<file path="src/rtl/core/dep_ram.sv">
`timescale 1ns / 1ps

module dep_ram #(
    parameter int WIDTH = 8,
    parameter int DEPTH = 16,
    localparam int AW   = $clog2(DEPTH)
) (
    input  logic             i_clk,
    input  logic             i_we,
    input  logic [AW-1:0]    i_waddr,
    input  logic [WIDTH-1:0] i_wdata,
    input  logic [AW-1:0]    i_raddr,
    output logic [WIDTH-1:0] o_rdata
);

    logic [WIDTH-1:0] mem [DEPTH];
    logic [WIDTH-1:0] r_rdata;

    always_ff @(posedge i_clk) begin
        if (i_we) begin
            mem[i_waddr] <= i_wdata;
        end
        r_rdata <= mem[i_raddr];
    end

    assign o_rdata = r_rdata;

endmodule

</file>
<file path="config.mk">
export PLATFORM = sky130hd
export DESIGN_NAME = dep_ram
export DESIGN_NICKNAME = d
export VERILOG_FILES = /design/src/rtl/core/dep_ram.sv
export SDC_FILE = /design/constraint.sdc
export NUM_CORES = 1
export LEC_CHECK = 0
export CAP_MARGIN = 30
export CORE_MARGIN = 2
export CORE_UTILIZATION = 45
export CTS_BUF_LIST = sky130_fd_sc_hd__clkbuf_2
export CTS_CLUSTER_DIAMETER = 30
export DETAILED_ROUTE_END_ITERATION = 10
export DONT_BUFFER_PORTS = 1
export GPL_TIMING_DRIVEN = 0
export PLACE_DENSITY = 0.61
export SYNTH_ARGS = -nofsm -noshare
export SYNTH_HDL_FRONTEND = slang
export SYNTH_SLANG_ARGS = --single-unit
</file>
<file path="constraint.sdc">
create_clock -name i_clk -period 1.42 [get_ports i_clk]
set_input_delay 0.071 -clock i_clk [delete_from_list [all_inputs] [get_ports i_clk]]
set_output_delay 0.071 -clock i_clk [all_outputs]
set_load 0.05 [all_outputs]
</file>
==> impl_summary.md, run 1 <==
GRT
The number of global-route vias before repair is 2,432. The first global-routing pass estimated 14,700 um of wire. Entering global routing, the biggest net connects 17 pins. The total global routing overflow is 0. The number of antenna violations at the first check in global routing was 0. The total track usage is 0.171.

CTS
The library cell used as clock root buffer is clkbuf_2. Clock-pin slew was measured on the worst setup and hold paths at 0.20 ns. The maximum level of the CTS H-tree is 4. The maximum count of clock buffers along a single path is 2. For this design, the sink count on the clock tree is 136. The clock latency on the worst-skew pair is 0.68 ns. In this run the post-CTS setup repair buffer count came out at 0. The number of clock buffers added by TritonCTS is 17.

TritonCTS built the clock tree.

Setup path
For the worst setup path, the data arrival time is 1.70 ns. The critical path is of the primary input to flip-flop type. The terminus of the critical flop-to-flop path is o_rdata[0]. STA puts the critical path data required time at 1.72 ns. The worst setup path is captured at a flip-flop. Measured in cells, the most critical reg-to-reg path has a length of 3. Of all nets on the critical path, the largest fanout is 8. The worst setup path is launched from a primary input. In this run the register-to-register setup slack is 0.04 ns.

The worst register-to-register path begins at mem[5][0].

Logic synthesis
Synthesis produced a netlist with a net count of 247. In this run the cell area of the synthesized design comes to 5150 um^2. The flip-flop and latch count after synthesis is 136. The number of distinct library cell variants in the gate-level netlist after synthesis is 19. The Yosys step of the flow raised 0 warnings.

The count of mapped cells out of synthesis is 229. The share of synthesized area occupied by flip-flops and latches is 0.778. The mean area per synthesized cell is 22.5 um^2.

Timing
The worst-case setup margin in the final layout is 0.0276 ns. The number of max-slew violations in the final report is 0. Adding up every negative setup slack in the final design gives 0 ns. The portion of the clock cycle consumed by the worst path in the final layout is 0.981. The maximum clock skew at final layout is 0.0348 ns. The smallest clock period supported by the final layout is computed as 1.39 ns.

The setup violation total in the final timing report is 0. The slew at the pin closest to its max-slew limit is 0.804 ns. The worst slack on hold paths is 0.126 ns. The final-report hold violation count was 0. Setup repair after global routing could not meet its margin everywhere. Static timing analysis puts the maximum clock frequency at 718 MHz. The tightest slew margin relative to the limit is 0.462.

Die
The horizontal die dimension is 111 um. The vertical die dimension is 111 um. The row count is 39. The floorplan step defined a die boundary enclosing 12,300 um^2.

The floorplan step defined a core boundary enclosing 11,300 um^2. The initial utilization of the core area, before any placement, comes to 0.457. The total I/O pin count is 26.

Routing
The final routed DRC violation total is 0. Dividing the detail-routed via count by the number of cells gives 5.58. The detailed router placed 2,387 vias in this run. The average routed wire per standard cell is 23.2 um. In this run, the number of DRC markers left after iteration 0 of detailed routing was 132.

For this block, wires on met1 add up to 4160 um. The uppermost metal layer occupied by signal nets is met4. Wires add up to 9930 um. The routed design uses 580 um of met3 wire. Summed over all nets, wire length on met2 after detailed routing comes to 4960 um. The count of nets left with antenna violations once routing finished came out at 0.

The pre-antenna-repair detailed-routing pass consisted of 4 iterations.

Cells and area
The number of filler cells placed in the layout is 885. The library cells used most frequently in the layout, excluding fill and tap cells, are edfxtp_1 (128), dlygate4sd3_1 (21), mux4_2 (18). Registers take 4010 um^2. The net total in the final layout is 290. The repair_antennas step left the layout with diodes totalling 0.

The fraction of final layout cells sized beyond drive strength 1 is 0.274. The library cell used most frequently in the layout, excluding fill and tap cells, is edfxtp_1. With fillers left out, the area of the finished cells amounts to 5870 um^2. The core utilization of the finished layout is 0.521. The area of combinational cells with multiple inputs is 1090 um^2. Compared with the post-synthesis result, the final layout area differs by 14.0%. The final non-filler cell total is 428.

Min path
In this run the worst hold path is classified as primary input to flip-flop. The launch point of the worst hold path is i_raddr[3]. The worst hold path stage count is 4. The hold-critical path endpoint is o_rdata[1].

Placed design
Prior to clock tree synthesis, the placed netlist has a worst setup slack of -0.232 ns. Port buffering added 0 buffers. Detailed placement finished with a half-perimeter wire length of 6140 um.

The placer congestion estimate is 0.741. The number of cells after detailed placement is 375. Summing all placed instances gives a cell area of 5350 um^2.

Flow run
Max-cap violations in this run came to 0.

Pwr
In this run the static leakage power is 1.89 nW. The power consumption is 7.52 mW. The worst-case IR drop observed on VDD is 505 uV. The power density relative to cell area is 1280 nW/um^2.

Status
The flow ran to the end, and the final reports show no timing, DRC or antenna violations.
==> final cells by class <==
cell class,count,area share
multi-input combinational,83,0.186
buffer,10,0.0147
sequential,136,0.684
timing repair buffer,24,0.0392
tap,143,0.0305
clock buffer,17,0.0145
clock inverter,15,0.0313
==> cells in the mapped netlist <==
cell             count  share of area
edfxtp_1           128           0.75
mux4_2              18          0.079
a22oi_1             16          0.023
mux4_1              14          0.071
nor2_1              13         0.0095
nand2_1              9         0.0066
dfxtp_1              8          0.031
nor3_1               4         0.0039
buf_2                3         0.0029
buf_6                3         0.0066
clkdlybuf4s25_2      3         0.0058
nand2b_1             2         0.0024
nand3b_1             2         0.0029
and2_1               1         0.0012
and2b_1              1         0.0015
buf_4                1         0.0015
nand3_1              1        0.00097
nor2b_1              1         0.0012
or3b_2               1         0.0017
==> worst max-delay path: stages <==
cell and delay [ns]:
dlygate4sd3_1 0.75, nand2_1 0.22, nor2_1 0.66
==> state kept, by name, summed over array words and instances, names as in the netlist <==
signal	cells
mem	128
o_rdata	8
==> repair_timing <==
action	CTS	global route
cloned	0	0
endpoints found under the setup margin	9	27
hold buffers	19	3
hold endpoints to repair	264	40
gates resized for setup	9	7
==> per-layer routing <==
layer,vias up,track usage
met5,-,0
met2,83,0.261
met3,15,0.0416
li1,1068,-
met1,1221,0.232
met4,0,0.0833
==> how the worst max path moves through the flow <==
stage / end / from
finish: mem[7][6] / i_waddr[1]
global route: mem[13][5] / i_waddr[0]
CTS: mem[2][2] / i_we
detailed placement: mem[2][3] / i_waddr[2]
global placement: mem[8][3] / i_waddr[2]
floorplan: mem[3][0] / i_waddr[2]
==> power by group <==
part / internal [mW] / switching [mW] / total, mW
combinational: 0.186 / 0.241 / 0.428
clock: 1.13 / 1.36 / 2.48
sequential: 4.49 / 0.118 / 4.61
==> logic make-up (layout without fill, tap and decap cells) <==
group	count (synthesis)	after routing	synth area share
compound gates	16	16	0.0233
buf+inv	10	66	0.0168
flops	136	136	0.778
mux	32	32	0.150
simple gates	35	35	0.0318
No activity file was read; power rests on OpenSTA's default activity.
==> run 2, diff against run 1 <==
- CORE_UTILIZATION: 45 -> 55
- PLACE_DENSITY: 0.61 -> 0.72
==> run 2 against run 1 <==
Effect of this change:
- the flow now finishes with violations (negative hold slack)
- design area decreased by 0.77%
- die area fell by 18%
- clock skew is 0.0090 ns lower
- flip-flop and latch count unchanged
- fmax grew 1.0%
- sequential power about the same
- clock power increased by 12%
- critical path depth is the same
- clock-buffer cell count did not move
- highest routed layer unchanged
==> impl_summary.md, run 2 (synthesis results as in run 1) <==
Status
The run finished, with violations left. The final reports fail on negative hold slack.

Min path
The worst hold-check path type is primary input to flip-flop.

Cells and area
In the layout the commonest cells are edfxtp_1 (128), mux4_2 (18), clkbuf_2 (17), dlygate4sd3_1 (17), mux4_1 (14). The net total in the final layout came to 286 (-1.4%). The flip-flop count of the largest register after layout is 128 (unchanged). The most common cell after layout, fill and taps aside is edfxtp_1. The final non-filler cell total is 392 (-8.4%). Relative to the synthesized area, the layout overhead comes to 13.2%. The register with the most flip-flops in the final layout is mem. The final standard cell area without fillers came to 5820 um^2 (-0.77%). The antenna cell count is 0 (unchanged). The fraction of final layout cells sized beyond drive strength 1 is 0.274 (+0.000337).

GRT
The total track usage is 0.214 (+0.0431). The number of antenna violations at the first check in global routing is 0 (unchanged). The number of global-route vias before repair is 2,452 (+0.82%). The maximum number of pins on one net before global-route repair is 17 (unchanged). The first-pass GRT wire length is 14,700 um (about the same). The total global routing overflow came to 0 (unchanged).

Routing
The number of iterations in the first detailed-routing pass is 4 (unchanged). The final routed DRC violation total is 0 (unchanged). The overall routed net length is 9720 um (-2.1%).

The via count is 2,353 (-1.4%). The average routed wire per standard cell is 24.8 um (+6.9%). The number of nets with antenna violations after detailed routing is 0 (unchanged). The number of vias per cell is 6.00 (+7.6%). The initial detailed-routing violation count is 227 (+72%).

CTS
The clock latency on the worst-skew pair came to 0.65 ns (-0.03 ns). The number of buffers added for setup after CTS is 0 (unchanged). The tree is rooted in a clkbuf_2. The number of hold-repair buffers added at the cts stage is 17 (-2). The clock transition at the registers of the reported paths is 0.20 ns (about the same).

The maximum count of clock buffers along a single path is 2 (unchanged). The clock buffer count from CTS is 17 (unchanged). The clock sink total was 136 (unchanged). The maximum level of the CTS H-tree is 4 (unchanged). The TritonCTS clock tree is built.

Setup path
The cell at the slowest stage of the critical path is nor2_1. The delay of the slowest cell on the worst path is 0.69 ns (-0.06 ns). The data required time at the worst endpoint is 1.71 ns (about the same). The sort of element at the end of the critical path is a flip-flop. The critical path is of the primary input to flip-flop type. The arrival time of data at the critical path endpoint is 1.67 ns (-0.03 ns).

STA classifies the critical path startpoint as a primary input. The signal on the critical path passes through dlygate4sd3_1 -> nand2b_1 -> nor2_1. The maximum fanout along the worst path is 8 (unchanged).

Pwr
The leakage power summed over all cells came to 1.90 nW (+0.53%). The maximum vdd ir drop came to 563 uV (+12%). The power density relative to cell area is 1340 nW/um^2 (+4.4%).

Timing
The timing-limited maximum frequency came to 726 MHz (+1.0%). The slew at the pin closest to its max-slew limit is 0.843 ns (+0.0387 ns). The portion of the clock cycle consumed by the worst path in the final layout came to 0.970 (-0.0101). The number of max-slew violations in the final report is 0 (unchanged).

The final critical-path required period is 1.38 ns (-0.0144 ns). The maximum clock skew at final layout is 0.0258 ns (-0.00900 ns). The tightest slew margin relative to the limit is 0.436 (-0.0259).

The worst slack on hold paths is -0.103 ns (-0.229 ns). The final-report hold violation count came to 23 (+23). The worst-case setup margin in the final layout is 0.0420 ns (+0.0144 ns).

The final sum of negative setup slack was 0 ns (unchanged). The setup violation total in the final timing report is 0 (unchanged).

Placed design
The placed cell area came to 5310 um^2 (-0.65%). The post-placement setup slack is -0.245 ns (-0.0133 ns). The number of port buffers is 0 (unchanged). The number of cells after detailed placement is 343 (-8.5%). The final HPWL from detailed placement is 5940 um (-3.3%). The placer congestion estimate came to 0.722 (-2.6%).

Die
The total I/O pin count is 26 (unchanged). The vertical die dimension is 101 um (-9.2%). The area of the core region is 9150 um^2 (-19%). The horizontal die dimension is 101 um (-9.2%). The area of the die is 10,100 um^2 (-18%). The row count was 35 (-10%). The starting density of the core is 0.562 (+0.106).

Flow run
The max capacitance violation total is 0 (unchanged).
-- run 2: cell types whose count changed in the layout (fill, tap and decap cells not counted), moves of 2 or more --
cell	previous run	this run
clkinv_4	0	4
dlygate4sd3_1	21	17
clkinv_2	6	3
clkinvlp_4	4	1
nor2_1	10	13
nor2_2	3	0
buf_4	2	4
inv_6	0	2
-- run 2: critical path, delay by kind of cell --
family / cells / cell delay, ns
buffers and inverters: 1 / 0.65
AND/OR/NAND/NOR: 2 / 0.94
-- run 2: final timing paths --
| kind | startpoint | endpoint | slack [ns] | cells after the start |
|---|---|---|---|---|
| worst max register to register | mem[5][0] | o_rdata[0] | 0.05 | 3 |
| worst max-delay path | i_waddr[0] | mem[2][2] | 0.04 | 3 |
| worst min-delay path | i_waddr[3] | mem[0][7] | -0.10 | 2 |
| worst min register to register | mem[8][2] | o_rdata[2] | 0.71 | 3 |
-- run 2: layer usage --
metal | part of all wire | track usage | up-vias
li1 | - | - | 1054
met5 | 0 | 0 | -
met1 | 0.41 | 0.303 | 1207
met2 | 0.51 | 0.325 | 86
met4 | 0.012 | 0.0759 | 0
met3 | 0.064 | 0.0576 | 6
-- run 2: cell type report --
cell class	count	area (um^2)
buffer	10	86.3
clock buffer	17	85.1
clock inverter	15	225
fill	607	3330
multi-input combinational	83	1080
sequential	136	4010
tap	111	139
timing repair buffer	20	193
-- run 2: through the flow --
step | hold slack, ns | util | power, mW
after floorplan | 0.170 | - | 4.91
after global placement | 0.171 | 0.578 | 4.99
after CTS | -0.151 | 0.635 | 7.83
final | -0.103 | 0.636 | 7.79
after detailed placement | 0.170 | 0.581 | 5.00
after global routing | -0.144 | 0.636 | 8.06
-- run 2: where the power goes --
part           switching, mW  internal (mW)
combinational          0.230          0.180
clock                   1.42           1.35
sequential             0.119           4.49
total                   1.77           6.02
-- run 2: what timing repair did --
item                                    CTS  global route
endpoints found under the setup margin    7             5
resized for setup                         7             5
endpoints found under the hold margin   264            32
==> run 3, diff against run 2 <==
- PLACE_DENSITY: 0.72 -> 0.69
- SETUP_SLACK_MARGIN: unset -> 0.4
- clock period: 1.42 -> 1.35 ns (I/O delays scaled with it)
==> run 3 against run 2 <==
Effect of this change:
- the run still ends with negative hold slack left
- non-clock buffer count down 5
- via count shrank 1.3%
- wire length fell by 0.87%
- cell count shrank 0.77%
- utilization increased by 0.44 points
- setup slack worse by 0.018 ns
- highest routed layer unchanged
==> impl_summary.md, run 3 (synthesis results as in run 1) <==
Setup path
The arrival time of data at the critical path endpoint is 1.86 ns (+0.19 ns). The register-to-register path setup slack came to 0.02 ns (-0.03 ns). The terminus of the critical flop-to-flop path is o_rdata[4].

The cell at the slowest stage of the critical path is mux4_2. STA classifies the critical path endpoint as a flip-flop. The critical path in this run is classified as flip-flop to flip-flop. The combined buffer and inverter count along the critical path is 0 (-1). The data required time at the worst endpoint came to 1.88 ns (+0.17 ns). The startpoint identified for the worst register-to-register timing path is mem[6][4]. The delay of the slowest cell on the worst path is 0.52 ns (-0.17 ns). The nature of the critical path startpoint is a flip-flop. The depth of the worst register-to-register path came to 3 (unchanged). The maximum fanout along the worst path is 1 (-7). Among cell families on the critical path, the largest total delay comes from multiplexers. The signal on the critical path passes through mux4_2 -> a22oi_2 -> nand2_1.

Cells and area
The fraction of final layout cells sized beyond drive strength 1 is 0.359 (+0.0847). The area added between synthesis and finish is 13.9%. The area of combinational cells with multiple inputs is 1120 um^2 (+3.8%). The flip-flop count of the largest register after layout is 128 (unchanged).

The register name with the most flops is mem. The storage element area is 4030 um^2 (+0.44%). The number of filler cells placed in the layout is 615 (+1.3%).

The net total in the final layout came to 281 (-1.7%). The library cells used most frequently in the layout, excluding fill and tap cells, are edfxtp_1 (128), mux4_2 (32), clkbuf_2 (18). The final non-filler cell total is 389 (-0.77%).

The library cell used most frequently in the layout, excluding fill and tap cells, is edfxtp_1.

Timing
The maximum clock skew at final layout was 0.0208 ns (-0.00502 ns). The number of max-slew violations in the final report was 0 (unchanged). Based on the critical path, the design can be clocked at up to 754 MHz. For the finished layout, the period the worst path requires is 1.33 ns. The worst-case setup margin in the final layout is 0.0239 ns (-0.0181 ns).

The tightest slew margin relative to the limit is 0.442 (+0.00593). Of the available clock period, the critical path in the final layout requires 0.982. The worst slack on hold paths is -0.344 ns (-0.241 ns). The setup violation total in the final timing report was 0 (unchanged). Setup repair after global routing could not meet its margin everywhere. The final-report hold violation count is 82 (+260%). The slew at the pin closest to its max-slew limit was 0.834 ns (-0.00885 ns).

Routing
The initial detailed-routing violation count is 208 (-8.4%). The number of iterations in the first detailed-routing pass was 5 (+1). The final routed DRC violation total is 0 (unchanged). The number of vias per cell came to 5.97 (-0.51%).

The overall routed net length is 9640 um (-0.87%). The average routed wire per standard cell came to 24.8 um (-0.11%). The via count is 2,323 (-1.3%).

The number of nets with antenna violations after detailed routing came to 0 (unchanged).

Pwr
The maximum vdd ir drop came to 852 uV (+51%). The leakage power summed over all cells is 1.84 nW (-3.3%). The power density relative to cell area was 1380 nW/um^2 (+3.1%).

GRT
The total track usage is 0.215 (+0.00162). The first-pass GRT wire length was 14,600 um (-0.52%). The maximum number of pins on one net before global-route repair was 17 (unchanged).

The number of antenna violations at the first check in global routing is 1 (+1). The total global routing overflow is 0 (unchanged). The number of global-route vias before repair was 2,457 (+0.20%).

Placed design
The post-placement setup slack came to -0.167 ns (+0.0786 ns). The final HPWL from detailed placement was 5970 um (+0.50%). The number of port buffers is 0 (unchanged). The number of cells after detailed placement came to 340 (-0.87%). The placer congestion estimate came to 0.735 (+1.8%).

Die
The starting density of the core is 0.562 (unchanged). The horizontal die dimension came to 101 um (unchanged). The area of the die came to 10,100 um^2 (unchanged). The row count is 35 (unchanged). The total I/O pin count was 26 (unchanged). The vertical die dimension is 101 um (unchanged).

The area of the core region is 9150 um^2 (unchanged).

CTS
The TritonCTS clock tree is built. The clock latency on the worst-skew pair is 0.62 ns (-0.03 ns). The cell sitting at the root of the clock tree is a clkbuf_2. The clock buffer count from CTS is 17 (unchanged).

The maximum level of the CTS H-tree came to 4 (unchanged). The maximum count of clock buffers along a single path is 2 (unchanged). The clock transition at the registers of the reported paths is 0.18 ns (-0.02 ns). The clock sink total is 136 (unchanged).

Flow run
The max capacitance violation total is 0 (unchanged).

Min path
The worst hold-check path type is primary input to flip-flop. The worst hold path begins at i_waddr[0]. The worst hold path terminates at mem[4][0]. The worst hold path stage count came to 1 (-1).

Status
The checks that failed: negative hold slack. The flow ran to the end, but the final reports show violations.
-- run 3: changes by cell type in the layout (fill, tap and decap cells not counted), sizes merged --
cell	change
diode	+2
buf	-3
inv	-2
dlygate4sd3	-2
clkbuf	+1
clkinvlp	+1
-- run 3: final cells by class --
type | count | area share
multi-input combinational | 83 | 0.192
clock buffer | 18 | 0.0154
clock inverter | 14 | 0.0350
sequential | 136 | 0.687
tap | 111 | 0.0237
buffer | 10 | 0.0205
antenna | 2 | 0.000853
timing repair buffer | 15 | 0.0256
-- run 3: what timing repair did --
action	in CTS	in global routing
buffers inserted	0	0
gates resized for setup	17	6
hold buffers	13	2
pin swaps	1	4
endpoints found under the setup margin	16	32
hold endpoints to repair	240	132
-- run 3: through the flow --
step / util / total power, mW / area [um^2] / TNS [ns]
CTS: 0.636 / 8.15 / 5820 / 0
detailed placement: 0.584 / 5.30 / 5350 / -2.89
global placement: 0.584 / 5.29 / 5350 / -2.37
finish: 0.641 / 8.09 / 5860 / 0
floorplan: - / 5.20 / 5210 / 0
global route: 0.640 / 8.40 / 5860 / -0.0621
-- run 3: worst max path at each step --
stage                     startpoint  slack [ns]  cells after the start          to
after global routing       mem[3][0]       -0.03                      3  o_rdata[0]
final                      mem[6][4]        0.02                      3  o_rdata[4]
after floorplan           i_waddr[2]        0.18                      2   mem[0][0]
after detailed placement  i_waddr[2]       -0.17                      2  mem[11][2]
after CTS                  mem[6][0]        0.03                      3  o_rdata[0]
after global placement    i_waddr[2]       -0.12                      2   mem[9][2]
-- run 3: report_power, final --
group	switching [mW]	internal, mW	leakage (nW)	total [mW]
logic	0.255	0.207	0.446	0.462
clock network	1.38	1.39	0.169	2.78
registers	0.126	4.72	1.23	4.85
total	1.77	6.32	1.84	8.09
-- run 3: per-layer routing --
layer | GRT usage | share of wire | wire [um] | vias up
li1 | - | - | - | 1037
met1 | 0.315 | 0.44 | 4230 | 1191
met2 | 0.317 | 0.48 | 4670 | 91
met3 | 0.0596 | 0.068 | 658 | 4
met4 | 0.0759 | 0.0077 | 74 | 0
met5 | 0 | 0 | 0 | -
